File: src/hw/rtl/trs_pkg.sv
// ----------------------------------------------------------------------------
// trs_pkg
// Shared types, codes and constants of the ranging responder sequencer.
// ----------------------------------------------------------------------------
`default_nettype none

package trs_pkg;

    localparam int unsigned STAMP_W = 40;
    localparam int unsigned CFG_W   = 16;

    // Event codes on the input channel
    localparam logic [2:0] ACT_START   = 3'd0;
    localparam logic [2:0] ACT_FRAME   = 3'd1;
    localparam logic [2:0] ACT_RX_ERR  = 3'd2;
    localparam logic [2:0] ACT_TX_DONE = 3'd3;
    localparam logic [2:0] ACT_ABORT   = 3'd4;

    // Radio commands on the output channel
    localparam logic [2:0] CMD_NONE      = 3'd0;
    localparam logic [2:0] CMD_ARM_POLL  = 3'd1;
    localparam logic [2:0] CMD_SEND_RESP = 3'd2;
    localparam logic [2:0] CMD_SEND_RPT  = 3'd3;
    localparam logic [2:0] CMD_RADIO_OFF = 3'd4;

    // Done status
    localparam logic [1:0] DONE_NONE      = 2'd0;
    localparam logic [1:0] DONE_SECONDARY = 2'd1;
    localparam logic [1:0] DONE_MASTER    = 2'd2;

    // Frame types and ids
    localparam logic [7:0] TYPE_POLL   = 8'hAB;
    localparam logic [7:0] TYPE_RESP   = 8'hBC;
    localparam logic [7:0] TYPE_FINAL  = 8'hCD;
    localparam logic [7:0] TYPE_REPORT = 8'hDE;
    localparam logic [7:0] MASTER_ID   = 8'hFF;

    // Configuration register indexes and reset values
    localparam logic [1:0] CFG_OWN_ID        = 2'd0;
    localparam logic [1:0] CFG_POLL_TIMEOUT  = 2'd1;
    localparam logic [1:0] CFG_FINAL_TIMEOUT = 2'd2;

    localparam logic [7:0]  OWN_ID_RST        = 8'd0;
    localparam logic [15:0] POLL_TIMEOUT_RST  = 16'd11000;
    localparam logic [15:0] FINAL_TIMEOUT_RST = 16'd9500;

    typedef enum logic [1:0] {
        PH_IDLE   = 2'd0,
        PH_POLL   = 2'd1,
        PH_FINAL  = 2'd2,
        PH_TXDONE = 2'd3
    } phase_t;

    typedef struct packed {
        logic [7:0]  own_id;
        logic [15:0] poll_timeout;
        logic [15:0] final_timeout;
    } cfg_t;

    typedef struct packed {
        logic [2:0]         action;
        logic [7:0]         src_id;
        logic [7:0]         dst_id;
        logic [7:0]         frame_type;
        logic [7:0]         mode_byte;
        logic [STAMP_W-1:0] rx_stamp;
        logic [STAMP_W-1:0] tx_stamp;
    } evt_item_t;

    typedef struct packed {
        logic [2:0]         command;
        logic [7:0]         dest_out;
        logic [7:0]         seq_out;
        logic [7:0]         type_out;
        logic [STAMP_W-1:0] stamp_first;
        logic [STAMP_W-1:0] stamp_second;
        logic [15:0]        timeout_out;
        logic [1:0]         done_res;
        logic [7:0]         mode_out;
    } cmd_item_t;

endpackage

`default_nettype wire

File: src/hw/rtl/trs_evt_if.sv
// ----------------------------------------------------------------------------
// trs_evt_if
// Radio event channel: valid/ready handshake with the event fields.
// ----------------------------------------------------------------------------
`default_nettype none

interface trs_evt_if;
    logic                        valid;
    logic                        ready;
    logic [2:0]                  action;
    logic [7:0]                  src_id;
    logic [7:0]                  dst_id;
    logic [7:0]                  frame_type;
    logic [7:0]                  mode_byte;
    logic [trs_pkg::STAMP_W-1:0] rx_stamp;
    logic [trs_pkg::STAMP_W-1:0] tx_stamp;

    modport source (
        output valid, action, src_id, dst_id, frame_type, mode_byte, rx_stamp, tx_stamp,
        input  ready
    );

    modport sink (
        input  valid, action, src_id, dst_id, frame_type, mode_byte, rx_stamp, tx_stamp,
        output ready
    );
endinterface

`default_nettype wire

File: src/hw/rtl/trs_cmd_if.sv
// ----------------------------------------------------------------------------
// trs_cmd_if
// Radio command channel: valid/ready handshake with the result fields.
// ----------------------------------------------------------------------------
`default_nettype none

interface trs_cmd_if;
    logic                        valid;
    logic                        ready;
    logic [2:0]                  command;
    logic [7:0]                  dest_out;
    logic [7:0]                  seq_out;
    logic [7:0]                  type_out;
    logic [trs_pkg::STAMP_W-1:0] stamp_first;
    logic [trs_pkg::STAMP_W-1:0] stamp_second;
    logic [15:0]                 timeout_out;
    logic [1:0]                  done_res;
    logic [7:0]                  mode_out;

    modport source (
        output valid, command, dest_out, seq_out, type_out, stamp_first, stamp_second,
               timeout_out, done_res, mode_out,
        input  ready
    );

    modport sink (
        input  valid, command, dest_out, seq_out, type_out, stamp_first, stamp_second,
               timeout_out, done_res, mode_out,
        output ready
    );
endinterface

`default_nettype wire

File: src/hw/rtl/trs_cfg_regs.sv
// ----------------------------------------------------------------------------
// trs_cfg_regs
// Configuration register file: own id and the two receive timeouts.
// ----------------------------------------------------------------------------
`default_nettype none

module trs_cfg_regs (
    input  wire logic                      clk,
    input  wire logic                      rst_n,
    input  wire logic                      cfg_we,
    input  wire logic [1:0]                cfg_index,
    input  wire logic [trs_pkg::CFG_W-1:0] cfg_data,
    output trs_pkg::cfg_t                  cfg
);

    trs_pkg::cfg_t cfg_reg;
    trs_pkg::cfg_t cfg_next;

    always_comb
    begin
        cfg_next = cfg_reg;
        if (cfg_we)
        begin
            unique case (cfg_index)
                trs_pkg::CFG_OWN_ID:        cfg_next.own_id        = cfg_data[7:0];
                trs_pkg::CFG_POLL_TIMEOUT:  cfg_next.poll_timeout  = cfg_data;
                trs_pkg::CFG_FINAL_TIMEOUT: cfg_next.final_timeout = cfg_data;
                default:                    cfg_next = cfg_reg;
            endcase
        end
    end

    always_ff @(posedge clk or negedge rst_n)
    begin
        if (!rst_n)
        begin
            cfg_reg.own_id        <= trs_pkg::OWN_ID_RST;
            cfg_reg.poll_timeout  <= trs_pkg::POLL_TIMEOUT_RST;
            cfg_reg.final_timeout <= trs_pkg::FINAL_TIMEOUT_RST;
        end
        else
        begin
            cfg_reg <= cfg_next;
        end
    end

    assign cfg = cfg_reg;

endmodule

`default_nettype wire

File: src/hw/rtl/trs_fsm.sv
// ----------------------------------------------------------------------------
// trs_fsm
// Ranging exchange state: phase, sequence, last mode and last peer. Turns
// one event into one radio command in the cycle it is stepped.
// ----------------------------------------------------------------------------
`default_nettype none

module trs_fsm (
    input  wire logic               clk,
    input  wire logic               rst_n,
    input  wire logic               step,
    input  wire trs_pkg::evt_item_t evt,
    input  wire trs_pkg::cfg_t      cfg,
    output trs_pkg::cmd_item_t      res
);

    trs_pkg::phase_t phase_reg;
    trs_pkg::phase_t phase_next;
    logic [7:0]      seq_reg;
    logic [7:0]      seq_next;
    logic [7:0]      mode_reg;
    logic [7:0]      mode_next;
    logic [7:0]      peer_reg;
    logic [7:0]      peer_next;

    logic poll_match;
    logic final_match;

    assign poll_match  = (evt.frame_type == trs_pkg::TYPE_POLL)  && (evt.dst_id == cfg.own_id);
    assign final_match = (evt.frame_type == trs_pkg::TYPE_FINAL) && (evt.dst_id == cfg.own_id);

    // Next state
    always_comb
    begin
        phase_next = phase_reg;
        seq_next   = seq_reg;
        mode_next  = mode_reg;
        peer_next  = peer_reg;
        unique case (evt.action)
            trs_pkg::ACT_START:
            begin
                phase_next = trs_pkg::PH_POLL;
            end
            trs_pkg::ACT_FRAME:
            begin
                if (phase_reg == trs_pkg::PH_POLL)
                begin
                    if (poll_match)
                    begin
                        if (evt.src_id == trs_pkg::MASTER_ID)
                            mode_next = evt.mode_byte;
                        peer_next  = evt.src_id;
                        phase_next = trs_pkg::PH_FINAL;
                    end
                    else
                    begin
                        phase_next = trs_pkg::PH_POLL;
                    end
                end
                else if (phase_reg == trs_pkg::PH_FINAL)
                begin
                    // sequence moves on for any outcome of the final wait
                    seq_next = seq_reg + 8'd1;
                    if (final_match)
                    begin
                        peer_next  = evt.src_id;
                        phase_next = trs_pkg::PH_TXDONE;
                    end
                    else
                    begin
                        phase_next = trs_pkg::PH_POLL;
                    end
                end
            end
            trs_pkg::ACT_RX_ERR:
            begin
                if (phase_reg == trs_pkg::PH_POLL)
                begin
                    phase_next = trs_pkg::PH_POLL;
                end
                else if (phase_reg == trs_pkg::PH_FINAL)
                begin
                    seq_next   = seq_reg + 8'd1;
                    phase_next = trs_pkg::PH_POLL;
                end
            end
            trs_pkg::ACT_TX_DONE:
            begin
                if (phase_reg == trs_pkg::PH_TXDONE)
                    phase_next = trs_pkg::PH_POLL;
            end
            trs_pkg::ACT_ABORT:
            begin
                phase_next = trs_pkg::PH_IDLE;
            end
            default:
            begin
                phase_next = phase_reg;
            end
        endcase
    end

    // Outputs
    always_comb
    begin
        res          = '0;
        res.mode_out = mode_next;
        unique case (evt.action)
            trs_pkg::ACT_START:
            begin
                res.command     = trs_pkg::CMD_ARM_POLL;
                res.timeout_out = cfg.poll_timeout;
            end
            trs_pkg::ACT_FRAME:
            begin
                if (phase_reg == trs_pkg::PH_POLL && poll_match)
                begin
                    res.command     = trs_pkg::CMD_SEND_RESP;
                    res.dest_out    = evt.src_id;
                    res.seq_out     = seq_reg;
                    res.type_out    = trs_pkg::TYPE_RESP;
                    res.stamp_first = evt.rx_stamp;
                    res.timeout_out = cfg.final_timeout;
                end
                else if (phase_reg == trs_pkg::PH_FINAL && final_match)
                begin
                    res.command      = trs_pkg::CMD_SEND_RPT;
                    res.dest_out     = evt.src_id;
                    res.type_out     = trs_pkg::TYPE_REPORT;
                    res.stamp_first  = evt.tx_stamp;
                    res.stamp_second = evt.rx_stamp;
                end
                else if (phase_reg == trs_pkg::PH_POLL || phase_reg == trs_pkg::PH_FINAL)
                begin
                    res.command     = trs_pkg::CMD_ARM_POLL;
                    res.timeout_out = cfg.poll_timeout;
                end
            end
            trs_pkg::ACT_RX_ERR:
            begin
                if (phase_reg == trs_pkg::PH_POLL || phase_reg == trs_pkg::PH_FINAL)
                begin
                    res.command     = trs_pkg::CMD_ARM_POLL;
                    res.timeout_out = cfg.poll_timeout;
                end
            end
            trs_pkg::ACT_TX_DONE:
            begin
                if (phase_reg == trs_pkg::PH_TXDONE)
                begin
                    res.done_res    = (peer_reg == trs_pkg::MASTER_ID) ?
                                      trs_pkg::DONE_MASTER : trs_pkg::DONE_SECONDARY;
                    res.command     = trs_pkg::CMD_ARM_POLL;
                    res.timeout_out = cfg.poll_timeout;
                end
            end
            trs_pkg::ACT_ABORT:
            begin
                res.command = trs_pkg::CMD_RADIO_OFF;
            end
            default:
            begin
                res.command = trs_pkg::CMD_NONE;
            end
        endcase
    end

    always_ff @(posedge clk or negedge rst_n)
    begin
        if (!rst_n)
        begin
            phase_reg <= trs_pkg::PH_IDLE;
            seq_reg   <= 8'd0;
            mode_reg  <= 8'd0;
            peer_reg  <= 8'd0;
        end
        else if (step)
        begin
            phase_reg <= phase_next;
            seq_reg   <= seq_next;
            mode_reg  <= mode_next;
            peer_reg  <= peer_next;
        end
    end

    a_report_to_txdone: assert property (@(posedge clk) disable iff (!rst_n)
        step && res.command == trs_pkg::CMD_SEND_RPT |=> phase_reg == trs_pkg::PH_TXDONE)
        else $error("report sent without entering tx done wait");

    a_done_from_txdone: assert property (@(posedge clk) disable iff (!rst_n)
        step && res.done_res != trs_pkg::DONE_NONE |-> phase_reg == trs_pkg::PH_TXDONE)
        else $error("done status outside tx done wait");

    a_arm_to_poll: assert property (@(posedge clk) disable iff (!rst_n)
        step && res.command == trs_pkg::CMD_ARM_POLL |=> phase_reg == trs_pkg::PH_POLL)
        else $error("poll receive armed but phase is not wait poll");

    a_seq_in_final: assert property (@(posedge clk) disable iff (!rst_n)
        step && seq_next != seq_reg |-> phase_reg == trs_pkg::PH_FINAL)
        else $error("sequence moved outside the final wait");

endmodule

`default_nettype wire

File: src/hw/rtl/twr_responder_sequencer.sv
// ----------------------------------------------------------------------------
// twr_responder_sequencer
// Tag-side sequencer for double-sided two-way ranging.
// ----------------------------------------------------------------------------
// Usage:
//   radio_evt carries one radio event per transaction (start, good frame,
//   rx timeout/error, tx done, abort) with the frame header bytes and the
//   rx/tx timestamps. radio_cmd returns exactly one command per event: the
//   radio command, the header and timestamps of the frame to send, the rx
//   timeout to program, the done status and the last captured mode byte.
//   cfg_we/cfg_index/cfg_data write own id, poll timeout and final timeout;
//   write them only while no event is in flight.
//   The event register feeds the sequencer, whose result loads the command
//   register. Throughput is one event per cycle while radio_cmd is not
//   stalled; the state update is a single pass.
//   A stalled radio_cmd holds its command; the event register still takes
//   one more event, then radio_evt.ready drops until the command is taken.
//   Reset clears the phase to idle, sequence, mode and peer to zero, and
//   loads the configuration defaults.
// ----------------------------------------------------------------------------
`default_nettype none

module twr_responder_sequencer (
    input  wire logic                      clk,
    input  wire logic                      rst_n,
    trs_evt_if.sink                        radio_evt,
    trs_cmd_if.source                      radio_cmd,
    input  wire logic                      cfg_we,
    input  wire logic [1:0]                cfg_index,
    input  wire logic [trs_pkg::CFG_W-1:0] cfg_data
);

    trs_pkg::cfg_t      cfg;
    trs_pkg::evt_item_t evt_in;
    trs_pkg::cmd_item_t res;

    logic               evt_valid_reg;
    logic               evt_valid_next;
    trs_pkg::evt_item_t evt_item_reg;
    logic               cmd_valid_reg;
    logic               cmd_valid_next;
    trs_pkg::cmd_item_t cmd_item_reg;

    logic advance;
    logic evt_take;

    trs_cfg_regs u_cfg (
        .clk       (clk),
        .rst_n     (rst_n),
        .cfg_we    (cfg_we),
        .cfg_index (cfg_index),
        .cfg_data  (cfg_data),
        .cfg       (cfg)
    );

    trs_fsm u_fsm (
        .clk   (clk),
        .rst_n (rst_n),
        .step  (advance),
        .evt   (evt_item_reg),
        .cfg   (cfg),
        .res   (res)
    );

    assign evt_in.action     = radio_evt.action;
    assign evt_in.src_id     = radio_evt.src_id;
    assign evt_in.dst_id     = radio_evt.dst_id;
    assign evt_in.frame_type = radio_evt.frame_type;
    assign evt_in.mode_byte  = radio_evt.mode_byte;
    assign evt_in.rx_stamp   = radio_evt.rx_stamp;
    assign evt_in.tx_stamp   = radio_evt.tx_stamp;

    // event moves on when the command register is empty or being drained
    assign advance  = evt_valid_reg && (!cmd_valid_reg || radio_cmd.ready);
    assign evt_take = radio_evt.valid && radio_evt.ready;

    assign radio_evt.ready = !evt_valid_reg || advance;

    assign evt_valid_next = evt_take || (evt_valid_reg && !advance);
    assign cmd_valid_next = advance || (cmd_valid_reg && !radio_cmd.ready);

    always_ff @(posedge clk or negedge rst_n)
    begin
        if (!rst_n)
        begin
            evt_valid_reg <= 1'b0;
            cmd_valid_reg <= 1'b0;
        end
        else
        begin
            evt_valid_reg <= evt_valid_next;
            cmd_valid_reg <= cmd_valid_next;
        end
    end

    always_ff @(posedge clk)
    begin
        if (evt_take)
            evt_item_reg <= evt_in;
        if (advance)
            cmd_item_reg <= res;
    end

    assign radio_cmd.valid        = cmd_valid_reg;
    assign radio_cmd.command      = cmd_item_reg.command;
    assign radio_cmd.dest_out     = cmd_item_reg.dest_out;
    assign radio_cmd.seq_out      = cmd_item_reg.seq_out;
    assign radio_cmd.type_out     = cmd_item_reg.type_out;
    assign radio_cmd.stamp_first  = cmd_item_reg.stamp_first;
    assign radio_cmd.stamp_second = cmd_item_reg.stamp_second;
    assign radio_cmd.timeout_out  = cmd_item_reg.timeout_out;
    assign radio_cmd.done_res     = cmd_item_reg.done_res;
    assign radio_cmd.mode_out     = cmd_item_reg.mode_out;

    a_evt_kept: assert property (@(posedge clk) disable iff (!rst_n)
        evt_valid_reg && !advance |=> evt_valid_reg && $stable(evt_item_reg))
        else $error("pending event dropped before it was processed");

    a_cmd_kept: assert property (@(posedge clk) disable iff (!rst_n)
        cmd_valid_reg && !radio_cmd.ready |=> cmd_valid_reg && $stable(cmd_item_reg))
        else $error("stalled command lost or changed");

    a_no_overwrite: assert property (@(posedge clk) disable iff (!rst_n)
        advance |-> !cmd_valid_reg || radio_cmd.ready)
        else $error("command register overwritten while full");

endmodule

`default_nettype wire
File: src/flat_wrapper.sv
// flat-port wrapper written by rule: the top's interface ports become plain ports
module twr_responder_sequencer_flat 
  (clk, rst_n, cfg_we, cfg_index, cfg_data, radio_evt_valid, radio_evt_action, radio_evt_src_id, radio_evt_dst_id, radio_evt_frame_type, radio_evt_mode_byte, radio_evt_rx_stamp, radio_evt_tx_stamp, radio_evt_ready, radio_cmd_valid, radio_cmd_command, radio_cmd_dest_out, radio_cmd_seq_out, radio_cmd_type_out, radio_cmd_stamp_first, radio_cmd_stamp_second, radio_cmd_timeout_out, radio_cmd_done_res, radio_cmd_mode_out, radio_cmd_ready);
  trs_evt_if radio_evt_i ();
  trs_cmd_if radio_cmd_i ();
  input  wire logic clk;
  input  wire logic rst_n;
  input  wire logic cfg_we;
  input  wire logic [1:0] cfg_index;
  input  wire logic [trs_pkg::CFG_W-1:0] cfg_data;
  input wire logic [$bits(radio_evt_i.valid)-1:0] radio_evt_valid;
  input wire logic [$bits(radio_evt_i.action)-1:0] radio_evt_action;
  input wire logic [$bits(radio_evt_i.src_id)-1:0] radio_evt_src_id;
  input wire logic [$bits(radio_evt_i.dst_id)-1:0] radio_evt_dst_id;
  input wire logic [$bits(radio_evt_i.frame_type)-1:0] radio_evt_frame_type;
  input wire logic [$bits(radio_evt_i.mode_byte)-1:0] radio_evt_mode_byte;
  input wire logic [$bits(radio_evt_i.rx_stamp)-1:0] radio_evt_rx_stamp;
  input wire logic [$bits(radio_evt_i.tx_stamp)-1:0] radio_evt_tx_stamp;
  output wire logic [$bits(radio_evt_i.ready)-1:0] radio_evt_ready;
  output wire logic [$bits(radio_cmd_i.valid)-1:0] radio_cmd_valid;
  output wire logic [$bits(radio_cmd_i.command)-1:0] radio_cmd_command;
  output wire logic [$bits(radio_cmd_i.dest_out)-1:0] radio_cmd_dest_out;
  output wire logic [$bits(radio_cmd_i.seq_out)-1:0] radio_cmd_seq_out;
  output wire logic [$bits(radio_cmd_i.type_out)-1:0] radio_cmd_type_out;
  output wire logic [$bits(radio_cmd_i.stamp_first)-1:0] radio_cmd_stamp_first;
  output wire logic [$bits(radio_cmd_i.stamp_second)-1:0] radio_cmd_stamp_second;
  output wire logic [$bits(radio_cmd_i.timeout_out)-1:0] radio_cmd_timeout_out;
  output wire logic [$bits(radio_cmd_i.done_res)-1:0] radio_cmd_done_res;
  output wire logic [$bits(radio_cmd_i.mode_out)-1:0] radio_cmd_mode_out;
  input wire logic [$bits(radio_cmd_i.ready)-1:0] radio_cmd_ready;
  assign radio_evt_i.valid = radio_evt_valid;
  assign radio_evt_i.action = radio_evt_action;
  assign radio_evt_i.src_id = radio_evt_src_id;
  assign radio_evt_i.dst_id = radio_evt_dst_id;
  assign radio_evt_i.frame_type = radio_evt_frame_type;
  assign radio_evt_i.mode_byte = radio_evt_mode_byte;
  assign radio_evt_i.rx_stamp = radio_evt_rx_stamp;
  assign radio_evt_i.tx_stamp = radio_evt_tx_stamp;
  assign radio_evt_ready = radio_evt_i.ready;
  assign radio_cmd_valid = radio_cmd_i.valid;
  assign radio_cmd_command = radio_cmd_i.command;
  assign radio_cmd_dest_out = radio_cmd_i.dest_out;
  assign radio_cmd_seq_out = radio_cmd_i.seq_out;
  assign radio_cmd_type_out = radio_cmd_i.type_out;
  assign radio_cmd_stamp_first = radio_cmd_i.stamp_first;
  assign radio_cmd_stamp_second = radio_cmd_i.stamp_second;
  assign radio_cmd_timeout_out = radio_cmd_i.timeout_out;
  assign radio_cmd_done_res = radio_cmd_i.done_res;
  assign radio_cmd_mode_out = radio_cmd_i.mode_out;
  assign radio_cmd_i.ready = radio_cmd_ready;
  twr_responder_sequencer u_core (.clk(clk), .rst_n(rst_n), .radio_evt(radio_evt_i), .radio_cmd(radio_cmd_i), .cfg_we(cfg_we), .cfg_index(cfg_index), .cfg_data(cfg_data));
endmodule
File: config.mk
export PLATFORM = sky130hd
export DESIGN_NAME = twr_responder_sequencer_flat
export DESIGN_NICKNAME = d
export VERILOG_FILES = /design/src/hw/rtl/trs_pkg.sv /design/src/hw/rtl/trs_evt_if.sv /design/src/hw/rtl/trs_cmd_if.sv /design/src/hw/rtl/trs_cfg_regs.sv /design/src/hw/rtl/trs_fsm.sv /design/src/hw/rtl/twr_responder_sequencer.sv /design/src/flat_wrapper.sv
export SDC_FILE = /design/constraint.sdc
export NUM_CORES = 1
export LEC_CHECK = 0
export BUFFER_PORTS_ARGS = -buffer_cell sky130_fd_sc_hd__buf_4
export CAP_MARGIN = 20
export CORE_UTILIZATION = 46
export CTS_CLUSTER_SIZE = 16
export DETAILED_ROUTE_END_ITERATION = 6
export HOLD_SLACK_MARGIN = 0.06
export PLACE_DENSITY = 0.73
export SLEW_MARGIN = 20
export SYNTH_ARGS = -nofsm -noshare
export SYNTH_HDL_FRONTEND = slang
export SYNTH_SLANG_ARGS = --single-unit
File: constraint.sdc
create_clock -name clk -period 3.6 [get_ports clk]
set_input_delay 0.18 -clock clk [delete_from_list [all_inputs] [get_ports clk]]
set_output_delay 0.18 -clock clk [all_outputs]
set_load 0.03 [all_outputs]
# == After elaboration in Yosys (flattened, before gate mapping) ==
# Index checks and enable logic that the tools add are counted.
# op_classes
muxes,30
bitwise,3
n_eq_ne,18
n_reduce_logical,33
addsub,1
# ops
operator,count
2-to-1 mux 88 bit,1
2-to-1 mux 8 bit,9
case mux 16 bit (4 select lines),1
2-to-1 mux 16 bit,3
2-to-1 mux 48 bit,1
"== test 8 bit, second input constant",4
2-to-1 mux 18 bit,1
2-to-1 mux 2 bit,8
case mux 3 bit (5 select lines),1
2-to-1 mux 11 bit,1
case mux 2 bit (5 select lines),1
AND reduction 2 bit,5
AND reduction 5 bit,2
"adder 8 x 1 -> 8 bit, second input constant",1
== test 8 bit,1
logical AND 1 bit,8
"== test 2 bit, second input constant",3
"== test 3 x 2 -> 1 bit, second input constant",2
"inequality test 3 bit, second input constant",2
logical OR 1 bit,5
nonzero test 5 bit,1
"== test 2 x 1 -> 1 bit, second input constant",2
zero test 1 bit,4
"inequality test 2 bit, second input constant",2
11 further kinds,16
# totals
inputBits,138
out_inout_bits,135
elab_cells,111
regBits,316

# == Logic depth before layout (Yosys ltp) ==
# logic_depth
word_depth,6
depth_mapped,8

# == By module ==
# From an unflattened synthesis, not the netlist that was laid out.
# hier_totals
cells_unflattened,611
hier_area_um2,11608.6
# by_module_without_submodules
mod,seq_area_each_um2,area_per_inst_um2,instances,cells_per_inst
twr_responder_sequencer,7497.2,7551.0,1,256
trs_fsm,650.6,2514.9,1,270
trs_cfg_regs,1018.5,1542.7,1,85

# == Worst setup path after synthesis ==
# No wires, ideal clock.
# synth_path
kind,reg-to-reg
from,register u_core.cmd_valid_reg (netlist: u_core.radio_cmd.valid)
to,"register u_core.evt_item_reg[0] (netlist bit), enable pin"
setup_slack_ps,-443
setup_time_ps,487
t_arrival_ps,3556
n_path_buf,0
path_stages_with_launch,3
cell_sequence,dfrtp_1 -> nand3b_1 -> and2_1
# synth_via
elab_chain_len,5
# synth_lines
element,line,text
from (decl),twr_responder_sequencer.sv:40,logic cmd_valid_reg;
from (signal assigned),twr_responder_sequencer.sv:92,cmd_valid_reg <= cmd_valid_next;
zero test 1 bit,twr_responder_sequencer.sv:74,assign advance = evt_valid_reg && (!cmd_valid_reg || radio_cmd.ready);
logical OR 1 bit,twr_responder_sequencer.sv:74,
logical AND 1 bit,twr_responder_sequencer.sv:74,
logical OR 1 bit,twr_responder_sequencer.sv:77,assign radio_evt.ready = !evt_valid_reg || advance;
net radio_evt_ready,flat_wrapper.sv:19,output wire logic [$bits(radio_evt_i.ready)-1:0] radio_evt_ready;
logical AND 1 bit,twr_responder_sequencer.sv:75,assign evt_take = radio_evt.valid && radio_evt.ready;
net u_core.evt_take,twr_responder_sequencer.sv:45,logic evt_take;
to (signal assigned),twr_responder_sequencer.sv:99,evt_item_reg <= evt_in;
to (decl),twr_responder_sequencer.sv:39,trs_pkg::evt_item_t evt_item_reg;
# The timed path passes the listed nets, and every way through them passes these cells.
# A chain may end at the register's enable or synchronous reset.

==> flow_summary.json <==
{
  "status": "finished, final reports clean",
  "grt_pass1_wl_mm": 38.8,
  "hold_path_class": "in2reg",
  "synth_cell_types": 44,
  "rsz0062_at_grt": "no",
  "port-buffer-count": 271,
  "seq_area_um2": 9020,
  "grt_overflow": 0,
  "yosysSeqAreaShare": 0.789,
  "largest_reg_flops": 115,
  "nFillCells": 1628,
  "wl_per_cell_um": 18.4,
  "post_cts.repair.setup_buffers": 0,
  "grt_use_total": 0.197,
  "whs_ns": 0.122,
  "wirelength_mm": 25.3,
  "placed_area_um2": 13800,
  "top_layer_used": "met4",
  "max_freq_mhz": 371,
  "yosys_warnings": 0,
  "wl_met3_mm": 1.80,
  "syn-instance-count": 605,
  "final_common_cell": "buf_4",
  "synth-seq-cells": 311,
  "cp.arrival_ns": 2.98,
  "hold_violations": 0,
  "synth_nets": 747,
  "io-pin-count": 273,
  "clock_sinks": 311,
  "synth_compound_area_frac": 0.0524,
  "clkSlewWorstSetupHoldPaths_ns": 0.07,
  "maxCapViolCount": 0,
  "cts_tree": "yes",
  "synth_mux_area_frac": 0.0650,
  "htreeDepth": 1,
  "wirelength_met1_mm": 10.5,
  "fin_nets": 1168,
  "ys.flop_type": "edfxtp_1",
  "avgSynthCellArea_um2": 18.9,
  "drv_slew": 0,
  "worst_slew_pin_slew_ns": 0.927,
  "synth-simple-area-share": 0.0637,
  "cts_buffer_depth": 3,
  "final_area_um2": 16100,
  "synth_xor_area_frac": 0.0123,
  "crit_type": "reg2reg",
  "cts_buffers": 30,
  "finalCritPeriodShare": 0.749,
  "synth_edf_count": 243,
  "clockRootBuffer": "clkbuf_16",
  "cp-start-kind": "flop",
  "dieArea_um2": 25500,
  "total_power_mw": 8.28,
  "p_leak_nw": 6.53,
  "grt_pass1_vias": 7038,
  "cts_hold_buffers": 135,
  "cts_resized": 0,
  "post_drt_via_cell_ratio": 4.99,
  "antenna_left": 0,
  "setup_viol": 0,
  "die_h_um": 160,
  "dr.pass1.iters": 5,
  "wl_met2_mm": 12.6,
  "drcViolationCount": 0,
  "end_kind": "flop",
  "synth_area_um2": 11400,
  "drive_gt1_frac": 0.395,
  "fp-row-count": 57,
  "core_area_um2": 24300,
  "synth_top_family_by_area": "multiplexers",
  "p_per_area_nw_per_um2": 513,
  "vias": 6860,
  "n_antenna_cell": 0,
  "path_max_fanout": 8,
  "multiInputGateArea_um2": 2270,
  "worstSkewPairLatency_ns": 0.54,
  "dpl.hpwl_mm": 15.2,
  "critPathRequiredTime_ns": 3.89,
  "area_growth_pct": 41.1,
  "maxSlewHeadroom": 0.380,
  "start_util": 0.470,
  "drt_iter0_drc": 392,
  "die_width_um": 160,
  "clock_skew_ns": 0.0153,
  "layout_common_cells": "buf_4, edfxtp_1, dlygate4sd3_1, mux2_2",
  "antenna_found_initial": 0,
  "final.setup.tns_ns": 0,
  "place_congestion": 0.768,
  "ir_worst_vdd_uv": 352,
  "fin_crit_ns": 2.70,
  "synth_fa_ha_area_frac": 0.00438,
  "ys_async_sr_fraction": 0.219,
  "fin_util": 0.663,
  "grt_start_max_net_pins": 99
}
==> power by group <==
| group | switching (mW) | internal, mW | leakage, nW |
|---|---|---|---|
| Clock | 1.28 | 1.70 | 0.466 |
| Combinational | 0.509 | 0.446 | 2.84 |
| Sequential | 0.125 | 4.21 | 3.22 |
==> synthesized netlist by cell type, drive strengths merged, types with 2 or more instances <==
library cell,n,area (µm²)
a2111oi,2,36.3
a21o,2,15.0
a21oi,2,10.0
a22o,56,490
and2,57,357
buf,16,108
clkbuf,7,26.3
dfrtp,54,1350
dfstp,14,368
edfxtp,243,7300
ha,4,50.1
inv,4,15.0
mux2,66,743
nand2,2,7.51
nand2b,4,25.0
nand3,11,60.1
nand3b,4,33.8
nand4,7,43.8
nor2,9,33.8
nor3,5,41.3
nor3b,4,35.0
nor4,2,27.5
o21a,2,15.0
o21ai,2,10.0
xnor2,13,114
xor2,3,26.3
==> cells by family (layout without fill, tap and decap cells) <==
logic type | count (synthesis) | count (layout)
flip-flops | 311 | 311
AND/OR/NAND/NOR | 111 | 111
AO/OA/AOI/OAI | 69 | 69
multiplexers | 66 | 66
buffers and inverters | 27 | 472
XOR/XNOR | 16 | 16
adder cells (fa/ha/maj) | 4 | 4
other | 1 | 1
==> worst paths after layout <==
kind                                      startpoint                           end  slack [ns]  cells after the start
max in group asynchronous                      rst_n          u_core.u_cfg.cfg[31]        2.73                      2
hold / removal                          cfg_index[0]          u_core.u_cfg.cfg[33]        0.12                      3
hold reg to reg              u_core.u_fsm.seq_reg[7]       u_core.u_fsm.seq_reg[7]        0.47                      1
setup reg to reg           u_core.u_fsm.phase_reg[1]  u_core.radio_cmd.mode_out[0]        0.90                      6
setup / recovery           u_core.u_fsm.phase_reg[1]  u_core.radio_cmd.mode_out[0]        0.90                      6
min in group asynchronous                      rst_n       u_core.u_fsm.seq_reg[3]        0.30                      2
==> metal layers <==
layer	global-route usage	up-vias
li1	-	3173
met1	0.254	3381
met2	0.343	273
met3	0.0410	33
met4	0.0415	0
met5	0	-
==> layout make-up <==
type                    count  share of cell area
repair buffers            412               0.215
clock buffers              34              0.0488
flip-flops and latches    311               0.559
clock inverters            22             0.00962
inverters                   4             0.00116
well taps                 324              0.0251
multi-input cells         267               0.141
==> stage by stage <==
| stage | setup WS, ns | std cells |
|---|---|---|
| detailed placement | 0.871 | 1183 |
| finish | 0.902 | 1374 |
| CTS | 0.849 | 1374 |
| global placement | 0.946 | 1183 |
| global route | 0.709 | 1374 |
| floorplan | 0.447 | 605 |
==> worst max-delay path, cell delays in order (launching register included) <==
cell and delay (ns):
dfrtp_1 0.40, inv_1 0.08, ha_1 0.22, nand3_1 0.34, nor3_1 0.54, nand3_1 0.45
mux2_2 0.41
Note: power is estimated with default switching activity, not from simulation.
